`config.mk`:
```
export PLATFORM = sky130hd
export DESIGN_NAME = position_reply_parser_unit_flat
export DESIGN_NICKNAME = d
export VERILOG_FILES = /design/src/rtl/prp_pkg.sv /design/src/rtl/prp_in_if.sv /design/src/rtl/prp_out_if.sv /design/src/rtl/prp_front.sv /design/src/rtl/prp_fifo.sv /design/src/rtl/prp_back.sv /design/src/rtl/position_reply_parser_unit.sv /design/src/flat_wrapper.sv
export VERILOG_INCLUDE_DIRS = /design/src /design/src/rtl
export SDC_FILE = /design/constraint.sdc
export NUM_CORES = 1
export LEC_CHECK = 0
export ABC_AREA = 1
export BUFFER_PORTS_ARGS = -buffer_cell sky130_fd_sc_hd__buf_2
export CORE_ASPECT_RATIO = 0.8
export CORE_MARGIN = 10
export CORE_UTILIZATION = 25
export DETAILED_ROUTE_END_ITERATION = 10
export PLACE_DENSITY = 0.5
export SLEW_MARGIN = 20
export SYNTH_ARGS = -nofsm -noshare
export SYNTH_HDL_FRONTEND = slang
export SYNTH_SLANG_ARGS = --single-unit
```
`constraint.sdc`:
```
create_clock -name i_clk -period 5.2 [get_ports i_clk]
set_input_delay 0 -clock i_clk [delete_from_list [all_inputs] [get_ports i_clk]]
set_output_delay 0 -clock i_clk [all_outputs]
set_load 0.01 [all_outputs]
```
`src/rtl/assert_macros.svh`:
```
// assertion macros shared by the position reply parser rtl
// expects i_clk and i_rst_n in the scope of each use
`ifndef ASSERT_MACROS_SVH
`define ASSERT_MACROS_SVH

// property that holds at every clock edge out of reset
`define PRP_ASSERT_ALWAYS(label, prop, msg) \
    label: assert property (@(posedge i_clk) disable iff (!i_rst_n) (prop)) \
        else $error(msg);

// consequence that must hold in the cycle after the trigger
`define PRP_ASSERT_NEXT(label, ante, cons, msg) \
    label: assert property (@(posedge i_clk) disable iff (!i_rst_n) (ante) |=> (cons)) \
        else $error(msg);

`endif

```
`src/rtl/prp_pkg.sv`:
```
// shared types and constants of the position reply parser
// no dependencies
`default_nettype none

package prp_pkg;

    typedef logic [1:0] t_opcode;

    localparam t_opcode OP_BYTE    = 2'd0;
    localparam t_opcode OP_TICK    = 2'd1;
    localparam t_opcode OP_REQUEST = 2'd2;
    localparam t_opcode OP_DELTA   = 2'd3;

    localparam int KEY_LEN = 4;
    localparam logic [KEY_LEN-1:0][7:0] KEY_TEXT = {8'h3D, 8'h53, 8'h4F, 8'h50};

    localparam logic [7:0] CH_NL    = 8'h0A;
    localparam logic [7:0] CH_NUL   = 8'h00;
    localparam logic [7:0] CH_SPACE = 8'h20;
    localparam logic [7:0] CH_TAB   = 8'h09;
    localparam logic [7:0] CH_CR    = 8'h0D;
    localparam logic [7:0] CH_MINUS = 8'h2D;
    localparam logic [7:0] CH_PLUS  = 8'h2B;
    localparam logic [7:0] CH_ZERO  = 8'h30;
    localparam logic [7:0] CH_NINE  = 8'h39;

    localparam logic [2:0] KEY_FOUND = 3'd4;

    localparam logic [1:0] PH_BLANKS = 2'd0;
    localparam logic [1:0] PH_DIGITS = 2'd1;
    localparam logic [1:0] PH_STOP   = 2'd2;

    localparam logic [31:0] MAG_CAP  = 32'h8000_0000;
    localparam logic [31:0] POS_MAX  = 32'h7FFF_FFFF;
    localparam logic [16:0] TICK_MAX = 17'h1_FFFF;

    localparam logic [15:0] TIMEOUT_RESET = 16'd50;
    localparam int          APB_ADDR_W    = 3;
    localparam logic [APB_ADDR_W-1:2] REG_TIMEOUT = 1'b0;

    localparam int QUEUE_DEPTH = 2;

    typedef struct packed {
        t_opcode              op;
        logic                 is_nl;
        logic                 is_nul;
        logic                 is_blank;
        logic                 is_digit;
        logic                 is_minus;
        logic                 is_plus;
        logic [KEY_LEN-1:0]   key_hit;
        logic [3:0]           digit;
    } t_prp_cmd;

endpackage

`default_nettype wire

```
`src/rtl/prp_in_if.sv`:
```
// input channel of the position reply parser: opcode and received byte
// no dependencies
`default_nettype none

interface prp_in_if;
    logic       valid;
    logic       ready;
    logic [1:0] opcode;
    logic [7:0] rx_byte;

    modport source (output valid, opcode, rx_byte, input ready);
    modport sink   (input valid, opcode, rx_byte, output ready);
endinterface

`default_nettype wire

```
`src/rtl/prp_out_if.sv`:
```
// result channel of the position reply parser
// no dependencies
`default_nettype none

interface prp_out_if;
    logic               valid;
    logic               ready;
    logic signed [31:0] position;
    logic signed [31:0] delta;
    logic               busy_res;
    logic               request_sent;
    logic               timed_out;
    logic               position_updated;

    modport source (output valid, position, delta, busy_res, request_sent, timed_out,
                    position_updated, input ready);
    modport sink   (input valid, position, delta, busy_res, request_sent, timed_out,
                    position_updated, output ready);
endinterface

`default_nettype wire

```
`src/rtl/prp_front.sv`:
```
// front end: accepts input transfers and classifies the received byte
// depends on prp_pkg and prp_in_if
`default_nettype none

module prp_front
    import prp_pkg::*;
(
    prp_in_if.sink   i_cmd,
    input  logic     i_full,
    output logic     o_push,
    output t_prp_cmd o_cmd
);

    logic [7:0] b;

    assign b              = i_cmd.rx_byte;
    assign i_cmd.ready    = !i_full;
    assign o_push         = i_cmd.valid && !i_full;

    always_comb begin
        o_cmd          = '0;
        o_cmd.op       = i_cmd.opcode;
        o_cmd.is_nl    = (b == CH_NL);
        o_cmd.is_nul   = (b == CH_NUL);
        o_cmd.is_blank = (b == CH_SPACE) || ((b >= CH_TAB) && (b <= CH_CR));
        o_cmd.is_digit = (b >= CH_ZERO) && (b <= CH_NINE);
        o_cmd.is_minus = (b == CH_MINUS);
        o_cmd.is_plus  = (b == CH_PLUS);
        o_cmd.digit    = b[3:0];
        for (int k = 0; k < KEY_LEN; k++) begin
            o_cmd.key_hit[k] = (b == KEY_TEXT[k]);
        end
    end

endmodule

`default_nettype wire

```
`src/rtl/prp_fifo.sv`:
```
// short queue of classified commands between front and back end
// depends on prp_pkg
`default_nettype none

module prp_fifo
    import prp_pkg::*;
`include "assert_macros.svh"
(
    input  logic     i_clk,
    input  logic     i_rst_n,
    input  logic     i_push,
    input  t_prp_cmd i_data,
    input  logic     i_pop,
    output logic     o_full,
    output logic     o_valid,
    output t_prp_cmd o_data
);

    localparam int PTR_W = (QUEUE_DEPTH > 1) ? $clog2(QUEUE_DEPTH) : 1;
    localparam int CNT_W = $clog2(QUEUE_DEPTH + 1);

    t_prp_cmd         r_mem [QUEUE_DEPTH];
    logic [PTR_W-1:0] r_wr, n_wr;
    logic [PTR_W-1:0] r_rd, n_rd;
    logic [CNT_W-1:0] r_count, n_count;
    logic             do_push;
    logic             do_pop;

    assign o_full  = (r_count == CNT_W'(QUEUE_DEPTH));
    assign o_valid = (r_count != '0);
    assign o_data  = r_mem[r_rd];
    assign do_push = i_push && !o_full;
    assign do_pop  = i_pop && o_valid;

    always_comb begin
        n_wr    = r_wr;
        n_rd    = r_rd;
        n_count = r_count;
        if (do_push) begin
            n_wr = (r_wr == PTR_W'(QUEUE_DEPTH - 1)) ? '0 : r_wr + 1'b1;
        end
        if (do_pop) begin
            n_rd = (r_rd == PTR_W'(QUEUE_DEPTH - 1)) ? '0 : r_rd + 1'b1;
        end
        if (do_push && !do_pop) begin
            n_count = r_count + 1'b1;
        end else if (do_pop && !do_push) begin
            n_count = r_count - 1'b1;
        end
    end

    always_ff @(posedge i_clk) begin
        if (!i_rst_n) begin
            r_wr    <= '0;
            r_rd    <= '0;
            r_count <= '0;
        end else begin
            r_wr    <= n_wr;
            r_rd    <= n_rd;
            r_count <= n_count;
        end
    end

    always_ff @(posedge i_clk) begin
        if (do_push) begin
            r_mem[r_wr] <= i_data;
        end
    end

    `PRP_ASSERT_ALWAYS(a_fifo_count, r_count <= CNT_W'(QUEUE_DEPTH), "queue count overflow")
    `PRP_ASSERT_NEXT(a_fifo_fill, do_push && !do_pop, r_count != '0, "push lost in queue")

endmodule

`default_nettype wire

```
`src/rtl/prp_back.sv`:
```
// back end: line parser, request timer, delta tracking and result register
// depends on prp_pkg and prp_out_if
`default_nettype none

module prp_back
    import prp_pkg::*;
`include "assert_macros.svh"
#(
    parameter int LINE_LIMIT = 100
) (
    input  logic         i_clk,
    input  logic         i_rst_n,
    input  logic         i_valid,
    input  t_prp_cmd     i_cmd,
    input  logic [15:0]  i_timeout,
    output logic         o_pop,
    prp_out_if.source    o_res
);

    localparam int LEN_W = $clog2(LINE_LIMIT);

    logic [2:0]       r_key_stage, n_key_stage;
    logic [1:0]       r_phase, n_phase;
    logic             r_neg, n_neg;
    logic [31:0]      r_acc, n_acc;
    logic             r_ended, n_ended;
    logic [LEN_W-1:0] r_len, n_len;
    logic [31:0]      r_cur, n_cur;
    logic [31:0]      r_prev, n_prev;
    logic             r_busy, n_busy;
    logic [16:0]      r_ticks, n_ticks;

    logic             r_res_valid;
    logic [31:0]      r_delta, n_delta;
    logic             r_sent, n_sent;
    logic             r_expired, n_expired;
    logic             r_updated, n_updated;

    logic [35:0]      acc_mul;
    logic [31:0]      acc_sat;
    logic [31:0]      parsed;
    logic [16:0]      ticks_inc;
    logic             in_number;

    assign o_pop = i_valid && (!r_res_valid || o_res.ready);

    assign acc_mul   = 36'({r_acc, 3'b000}) + 36'({r_acc, 1'b0}) + 36'(i_cmd.digit);
    assign acc_sat   = (acc_mul > 36'(MAG_CAP)) ? MAG_CAP : acc_mul[31:0];
    assign parsed    = r_neg ? (32'd0 - r_acc) : ((r_acc > POS_MAX) ? POS_MAX : r_acc);
    assign ticks_inc = (r_ticks < TICK_MAX) ? r_ticks + 17'd1 : r_ticks;
    assign in_number = (r_phase == PH_DIGITS) ||
                       ((r_phase == PH_BLANKS) && !i_cmd.is_blank &&
                        !i_cmd.is_minus && !i_cmd.is_plus);

    always_comb begin
        n_key_stage = r_key_stage;
        n_phase     = r_phase;
        n_neg       = r_neg;
        n_acc       = r_acc;
        n_ended     = r_ended;
        n_len       = r_len;
        n_cur       = r_cur;
        n_prev      = r_prev;
        n_busy      = r_busy;
        n_ticks     = r_ticks;
        n_delta     = '0;
        n_sent      = 1'b0;
        n_expired   = 1'b0;
        n_updated   = 1'b0;
        unique case (i_cmd.op)
            OP_BYTE: begin
                if (i_cmd.is_nl || (r_len >= LEN_W'(LINE_LIMIT - 1))) begin
                    if (i_cmd.is_nl && (r_key_stage == KEY_FOUND)) begin
                        n_cur     = parsed;
                        n_busy    = 1'b0;
                        n_updated = 1'b1;
                    end
                    n_key_stage = '0;
                    n_phase     = PH_BLANKS;
                    n_neg       = 1'b0;
                    n_acc       = '0;
                    n_ended     = 1'b0;
                    n_len       = '0;
                end else begin
                    n_len = r_len + 1'b1;
                    if (!r_ended) begin
                        if (i_cmd.is_nul) begin
                            n_ended = 1'b1;
                        end else if (r_key_stage != KEY_FOUND) begin
                            if (i_cmd.key_hit[r_key_stage[1:0]]) begin
                                n_key_stage = r_key_stage + 3'd1;
                            end else begin
                                n_key_stage = {2'b00, i_cmd.key_hit[0]};
                            end
                        end else begin
                            if (r_phase == PH_BLANKS && !i_cmd.is_blank) begin
                                n_phase = PH_DIGITS;
                                n_neg   = i_cmd.is_minus;
                            end
                            if (in_number) begin
                                if (i_cmd.is_digit) begin
                                    n_acc = acc_sat;
                                end else begin
                                    n_phase = PH_STOP;
                                end
                            end
                        end
                    end
                end
            end
            OP_TICK: begin
                if (r_busy) begin
                    n_ticks = ticks_inc;
                    if (ticks_inc > {1'b0, i_timeout}) begin
                        n_busy    = 1'b0;
                        n_expired = 1'b1;
                    end
                end
            end
            OP_REQUEST: begin
                if (!r_busy) begin
                    n_busy  = 1'b1;
                    n_ticks = '0;
                    n_sent  = 1'b1;
                end
            end
            OP_DELTA: begin
                n_delta = r_cur - r_prev;
                n_prev  = r_cur;
            end
            default: begin
            end
        endcase
    end

    always_ff @(posedge i_clk) begin
        if (!i_rst_n) begin
            r_key_stage <= '0;
            r_phase     <= PH_BLANKS;
            r_neg       <= 1'b0;
            r_acc       <= '0;
            r_ended     <= 1'b0;
            r_len       <= '0;
            r_cur       <= '0;
            r_prev      <= '0;
            r_busy      <= 1'b0;
            r_ticks     <= '0;
            r_res_valid <= 1'b0;
        end else begin
            if (o_pop) begin
                r_key_stage <= n_key_stage;
                r_phase     <= n_phase;
                r_neg       <= n_neg;
                r_acc       <= n_acc;
                r_ended     <= n_ended;
                r_len       <= n_len;
                r_cur       <= n_cur;
                r_prev      <= n_prev;
                r_busy      <= n_busy;
                r_ticks     <= n_ticks;
                r_res_valid <= 1'b1;
            end else if (o_res.ready) begin
                r_res_valid <= 1'b0;
            end
        end
    end

    // result payload
    always_ff @(posedge i_clk) begin
        if (o_pop) begin
            r_delta   <= n_delta;
            r_sent    <= n_sent;
            r_expired <= n_expired;
            r_updated <= n_updated;
        end
    end

    assign o_res.valid            = r_res_valid;
    assign o_res.position         = r_cur;
    assign o_res.delta            = r_delta;
    assign o_res.busy_res         = r_busy;
    assign o_res.request_sent     = r_sent;
    assign o_res.timed_out        = r_expired;
    assign o_res.position_updated = r_updated;

    `PRP_ASSERT_ALWAYS(a_key_stage, r_key_stage <= KEY_FOUND, "key stage out of range")
    `PRP_ASSERT_ALWAYS(a_acc_cap, r_acc <= MAG_CAP, "magnitude above cap")
    `PRP_ASSERT_NEXT(a_req_busy, o_pop && i_cmd.op == OP_REQUEST, r_busy, "request left idle")

endmodule

`default_nettype wire

```
`src/rtl/position_reply_parser_unit.sv`:
```
// top level of the position reply parser: apb register, front end, queue, back end
// depends on prp_pkg, prp_in_if, prp_out_if, prp_front, prp_fifo and prp_back
`default_nettype none

// One command per cycle is accepted on i_cmd while the queue is not full: a received
// byte, a tick, a position request or a delta read. Each command gives exactly one
// result on o_res; the front end classifies the byte into a two-entry queue and the
// back end updates the line parser, request timer and delta state into a result
// register, so a stalled o_res stops intake only once the queue is full. timeout_limit
// (reset 50) is at apb addresses 0 to 3 (paddr bit 2 low); a write takes setup and
// access cycles, pready is always high, addresses with paddr bit 2 set read as zero.
// No clearing pass after reset.
module position_reply_parser_unit
    import prp_pkg::*;
#(
    parameter int LINE_LIMIT = 100
) (
    input  logic                  i_clk,
    input  logic                  i_rst_n,
    prp_in_if.sink                i_cmd,
    prp_out_if.source             o_res,
    input  logic                  psel,
    input  logic                  penable,
    input  logic                  pwrite,
    input  logic [APB_ADDR_W-1:0] paddr,
    input  logic [31:0]           pwdata,
    output logic [31:0]           prdata,
    output logic                  pready
);

    logic [15:0] r_timeout;
    logic        reg_hit;
    logic        push;
    logic        pop;
    logic        full;
    logic        q_valid;
    t_prp_cmd    front_cmd;
    t_prp_cmd    q_cmd;

    assign pready  = 1'b1;
    assign reg_hit = (paddr[APB_ADDR_W-1:2] == REG_TIMEOUT);
    assign prdata  = reg_hit ? {16'd0, r_timeout} : 32'd0;

    always_ff @(posedge i_clk) begin
        if (!i_rst_n) begin
            r_timeout <= TIMEOUT_RESET;
        end else if (psel && penable && pwrite && reg_hit) begin
            r_timeout <= pwdata[15:0];
        end
    end

    prp_front u_front (
        .i_cmd  (i_cmd),
        .i_full (full),
        .o_push (push),
        .o_cmd  (front_cmd)
    );

    prp_fifo u_fifo (
        .i_clk   (i_clk),
        .i_rst_n (i_rst_n),
        .i_push  (push),
        .i_data  (front_cmd),
        .i_pop   (pop),
        .o_full  (full),
        .o_valid (q_valid),
        .o_data  (q_cmd)
    );

    prp_back #(
        .LINE_LIMIT (LINE_LIMIT)
    ) u_back (
        .i_clk     (i_clk),
        .i_rst_n   (i_rst_n),
        .i_valid   (q_valid),
        .i_cmd     (q_cmd),
        .i_timeout (r_timeout),
        .o_pop     (pop),
        .o_res     (o_res)
    );

endmodule

`default_nettype wire
```
`src/flat_wrapper.sv`:
```
// flat-port wrapper written by rule: the top's interface ports become plain ports
module position_reply_parser_unit_flat import prp_pkg::*;
#(
    parameter int LINE_LIMIT = 100
)
  (i_clk, i_rst_n, psel, penable, pwrite, paddr, pwdata, prdata, pready, i_cmd_valid, i_cmd_opcode, i_cmd_rx_byte, i_cmd_ready, o_res_valid, o_res_position, o_res_delta, o_res_busy_res, o_res_request_sent, o_res_timed_out, o_res_position_updated, o_res_ready);
  prp_in_if i_cmd_i ();
  prp_out_if o_res_i ();
  input  logic i_clk;
  input  logic i_rst_n;
  input  logic psel;
  input  logic penable;
  input  logic pwrite;
  input  logic [APB_ADDR_W-1:0] paddr;
  input  logic [31:0] pwdata;
  output logic [31:0] prdata;
  output logic pready;
  input wire logic [$bits(i_cmd_i.valid)-1:0] i_cmd_valid;
  input wire logic [$bits(i_cmd_i.opcode)-1:0] i_cmd_opcode;
  input wire logic [$bits(i_cmd_i.rx_byte)-1:0] i_cmd_rx_byte;
  output wire logic [$bits(i_cmd_i.ready)-1:0] i_cmd_ready;
  output wire logic [$bits(o_res_i.valid)-1:0] o_res_valid;
  output wire logic [$bits(o_res_i.position)-1:0] o_res_position;
  output wire logic [$bits(o_res_i.delta)-1:0] o_res_delta;
  output wire logic [$bits(o_res_i.busy_res)-1:0] o_res_busy_res;
  output wire logic [$bits(o_res_i.request_sent)-1:0] o_res_request_sent;
  output wire logic [$bits(o_res_i.timed_out)-1:0] o_res_timed_out;
  output wire logic [$bits(o_res_i.position_updated)-1:0] o_res_position_updated;
  input wire logic [$bits(o_res_i.ready)-1:0] o_res_ready;
  assign i_cmd_i.valid = i_cmd_valid;
  assign i_cmd_i.opcode = i_cmd_opcode;
  assign i_cmd_i.rx_byte = i_cmd_rx_byte;
  assign i_cmd_ready = i_cmd_i.ready;
  assign o_res_valid = o_res_i.valid;
  assign o_res_position = o_res_i.position;
  assign o_res_delta = o_res_i.delta;
  assign o_res_busy_res = o_res_i.busy_res;
  assign o_res_request_sent = o_res_i.request_sent;
  assign o_res_timed_out = o_res_i.timed_out;
  assign o_res_position_updated = o_res_i.position_updated;
  assign o_res_i.ready = o_res_ready;
  position_reply_parser_unit #(.LINE_LIMIT(LINE_LIMIT)) u_core (.i_clk(i_clk), .i_rst_n(i_rst_n), .i_cmd(i_cmd_i), .o_res(o_res_i), .psel(psel), .penable(penable), .pwrite(pwrite), .paddr(paddr), .pwdata(pwdata), .prdata(prdata), .pready(pready));
endmodule
```
==> key figures <==
Placement
  • GP Congestion: 0.864
  • Buffers on Ports: 119
  • Setup WS pre-CTS: around 1.2 ns
  • Detailed Place HPWL: between 30 and 40 mm
  • Placed Instance Area: 16500 um2

GRT
  • Initial antenna violation count: 0
  • Vias in the first global route: 13700
  • First-pass GRT wire length: about 76 mm
  • Grt total ovfl: 0
  • Total track usage: 13.2%
  • Largest net degree at the start of global routing: 68

Detailed routing
  • Antenna Nets Post-Route: 0
  • Drt drc: 0
  • DR vias: ~14000
  • First-pass iteration count of the detailed router: 7
  • Avg Vias per Cell: 4.69
  • Iter 0 DRT Violations: 1122
  • Total length of routed wires: 48.0 mm
  • Wire per inst: 15.7 um

Pwr
  • Leak: 8.04 nW
  • Total Power: 0.00622 W
  • VDD IR-drop max: 0.000282 V
  • Power per Cell Area: approximately 350 nW/um2

Synth
  • Synth Area per Inst: 7.13 um2
  • Netlist cell types: 57
  • Mapped Area: 15200 um2
  • Async S/R FF share, synth: 0%
  • Post-synth EDFFs: 67
  • Syn Inst Count: 2130
  • Register area share after synthesis: 33.0%
  • Synth Warn #: 0
  • #FFs+latches synth: 217
  • Top_reg_cell synth: dfxtp_1

Final layout
  • Fraction of layout cells with a size suffix above 1: around an eighth
  • Nets: 2437
  • Post-route design area: ~18000 um2
  • Layout Utilization: 29.4%
  • Synthesis-to-layout area growth: 15.9%
  • Ant. Diodes: 0

Setup path
  • WS Path Type: reg -> reg
  • Critical path launch point type: flip-flop
  • Worst path most repeated cell: nand2_1
  • Cell family with most CP delay: simple AND/OR/NAND/NOR gates
  • Crit-path cells: inv_2, nand2_1, nand2_1, ha_1, ha_1, fa_1, nand3_1, nand2_2, nand2_1, nand2_1, nand2_1, nand2_1, nor2_1, nand3_1, nor2_1, nand3_1, nor2_2, nand2_2, nand2_4, nand3_2, a21oi_2
  • Worst path bufs/invs: 1
  • Critical path fanouts, max: 31
  • Critical Path RT: 5.66 ns
  • Worst path arrival time: 4.46 ns
  • CP peak stage delay: roughly 0.51 ns
  • Slowest CP cell: dfxtp_1
  • Crit. End Element: flip-flop

Clocking
  • CTS tree: built
  • Worst skew pair latency: 0.54 ns
  • Root buf cell: clkbuf_16
  • Max Buffers Root-to-Sink: 3
  • Post-cts resize count: 0
  • Clock sinks: 217
  • Htree depth: 1
  • TritonCTS buffer count: 23
  • CTS clk-pin slew, worst paths: 0.07 ns

STA
  • Setup Viol. Count Final: 0
  • Tightest Pin Transition: 1.05 ns
  • RSZ-0062 raised after global routing: false
  • FMAX: 0.250 GHz
  • Fin. Hold Viols: 0
  • Final period utilization: around 77%
  • Final setup skew: 0.0154 ns
  • Final min period: 4.00 ns
  • Final slew viol count: 0
  • Worst slew margin: a little under a third
  • Setup TNS: 0 ns
  • Final worst slack: 1.20 ns

Die
  • Starting Density: 25.4%
  • Ports: between 150 and 200
  • Die area: 71100 um2
  • Row count: 80
  • Chip height: 240 um
  • Die width: a little under 300 um
  • Core area: 59900 um2

Hold path
  • Worst min-delay path category: in -> reg

Run status
  • Status: completed

Run
  • MaxCap Viol Count: 0
-- final cells by class --
type                       count  area (um2)
fill                        6548       42200
timing repair buffer         170        1070
clock buffer                  29         598
clock inverter                13         161
tap                          779         975
sequential                   217        5010
multi-input combinational   1565        8730
inverter                     284        1070
-- layout by cell type (no fill, tap or decap), types with 7 or more instances in the layout --
| master | count |
|---|---|
| or2_2 | 8 |
| nand2_2 | 19 |
| dlygate4sd3_1 | 37 |
| nand3b_1 | 10 |
| clkbuf_16 | 23 |
| nand3_2 | 36 |
| xnor2_1 | 7 |
| xor2_1 | 17 |
| nand4_1 | 28 |
| nand2_1 | 497 |
| nor2_1 | 191 |
| o21a_1 | 10 |
| conb_1 | 17 |
| ha_1 | 121 |
| buf_2 | 119 |
| nor3_1 | 23 |
| nand3_1 | 85 |
| nor2_2 | 7 |
| inv_2 | 10 |
| edfxtp_1 | 67 |
| nor4_1 | 9 |
| o21ai_0 | 119 |
| o211ai_1 | 28 |
| o21ai_1 | 8 |
| inv_1 | 270 |
| a21oi_1 | 220 |
| a31oi_1 | 11 |
| buf_4 | 14 |
| a21o_1 | 9 |
| a21oi_2 | 33 |
| dfxtp_1 | 150 |
-- worst register-to-register path, cell delays in order (launching register included) --
cell	delay, ns
dfxtp_1	0.51
inv_2	0.18
nand2_1	0.09
nand2_1	0.06
ha_1	0.27
ha_1	0.30
fa_1	0.47
nand3_1	0.14
nand2_2	0.10
nand2_1	0.09
nand2_1	0.16
nand2_1	0.12
nand2_1	0.06
nor2_1	0.10
nand3_1	0.10
nor2_1	0.15
nand3_1	0.15
nor2_2	0.12
nand2_2	0.07
nand2_4	0.39
nand3_2	0.14
a21oi_2	0.16
-- cell usage after synthesis (3+ instances only) --
| library cell | number | area, um2 |
|---|---|---|
| nor4_1 | 9 | 56.3 |
| inv_2 | 11 | 41.3 |
| buf_12 | 3 | 60.1 |
| o21ai_0 | 119 | 596 |
| nand3_2 | 36 | 360 |
| o21a_1 | 10 | 75.1 |
| o21bai_1 | 6 | 45.0 |
| fa_1 | 3 | 60.1 |
| mux2i_1 | 5 | 50.1 |
| o21ai_1 | 8 | 40.0 |
| nand3b_1 | 10 | 75.1 |
| a211oi_1 | 3 | 22.5 |
| a21oi_1 | 220 | 1100 |
| nor2_4 | 4 | 45.0 |
| a21oi_2 | 34 | 298 |
| a31oi_1 | 11 | 68.8 |
| nand2_1 | 498 | 1870 |
| edfxtp_1 | 67 | 2010 |
| clkbuf_1 | 40 | 150 |
| a21o_1 | 9 | 67.6 |
| inv_1 | 270 | 1010 |
| buf_4 | 19 | 143 |
| and2_1 | 4 | 25.0 |
| nand2_2 | 18 | 113 |
| nor3_1 | 23 | 115 |
| nor2_2 | 6 | 37.5 |
| o31ai_1 | 4 | 30.0 |
| nor2_1 | 192 | 721 |
| clkinv_1 | 3 | 11.3 |
| o22ai_1 | 3 | 18.8 |
| dfxtp_1 | 150 | 3000 |
| nand3_1 | 85 | 425 |
| o211ai_1 | 28 | 210 |
| xor2_1 | 17 | 149 |
| nand4_1 | 28 | 175 |
| buf_6 | 3 | 33.8 |
| buf_2 | 14 | 70.1 |
| or2_2 | 8 | 50.1 |
| ha_1 | 121 | 1510 |
| xnor2_1 | 7 | 61.3 |
-- where the power goes --
group / total, W / switching, W / internal, W / leakage (nW)
Combinational: 0.00226 / 0.00156 / 0.000696 / 5.81
Clock: 0.00172 / 0.000748 / 0.000976 / 0.367
Sequential: 0.00223 / 0.000102 / 0.00213 / 1.87
Total: 0.00622 / 0.00241 / 0.00380 / 8.04
-- layer usage --
layer	GRT usage, %	wire (um)	up-vias
met5	0	0	-
met4	1.61	465	0
met3	2.89	3150	40
met2	19.5	19800	352
met1	19.6	24500	6612
li1	-	-	7321
-- registers in the layout (all words and copies together) (netlist names), 2 cells and up, named ones only --
name and count:
u_core.u_back.r_acc 32, u_core.u_fifo.r_mem 32, u_core.r_timeout 16, u_core.u_back.o_res.delta 32
u_core.u_back.r_prev 32, u_core.u_back.r_len 7, u_core.u_back.r_key_stage 3, u_core.u_back.r_phase 2
u_core.u_fifo.r_count 2, u_core.u_back.r_ticks 17, u_core.u_back.o_res.position 32
-- repair_timing --
item	in CTS	in global routing
buffers inserted	0	0
hold endpoints to repair	50	0
setup endpoints to repair	0	0
hold buffers	37	0
-- stage by stage --
step,std cells,hold WS [ns]
after floorplan,2145,0.0989
after global placement,2978,0.189
after detailed placement,2978,0.199
after CTS,3057,0.163
after global routing,3057,0.191
final,3057,0.151
-- cell families after synthesis --
kind of cell,count (synthesis),share of synthesized area (%)
adders and majority gates,124,10.4
muxes,5,0.329
other,2,0.0494
AOI/OAI and AO/OA,465,17.5
xor gates and xnor gates,24,1.38
DFF,217,33.0
buffers and inverters,363,10.0
and+or+nand+nor,930,27.3
-- path summary, 6_finish.rpt --
path                            slack, ns                               endpoint  cells past startpoint                             startpoint
worst min register to register       0.46  u_core.u_back.r_prev[12]$_SDFFE_PN0P_                      2  u_core.u_back.r_prev[12]$_SDFFE_PN0P_
worst max-delay path                 1.20    u_core.u_back.r_acc[7]$_SDFFE_PN0P_                     21                              flip-flop
worst max register to register       1.20    u_core.u_back.r_acc[7]$_SDFFE_PN0P_                     21                              flip-flop
worst min-delay path                 0.15       u_core.u_back.r_neg$_SDFFE_PN0P_                      4                                i_rst_n
Power figures use the tool's default switching activity.
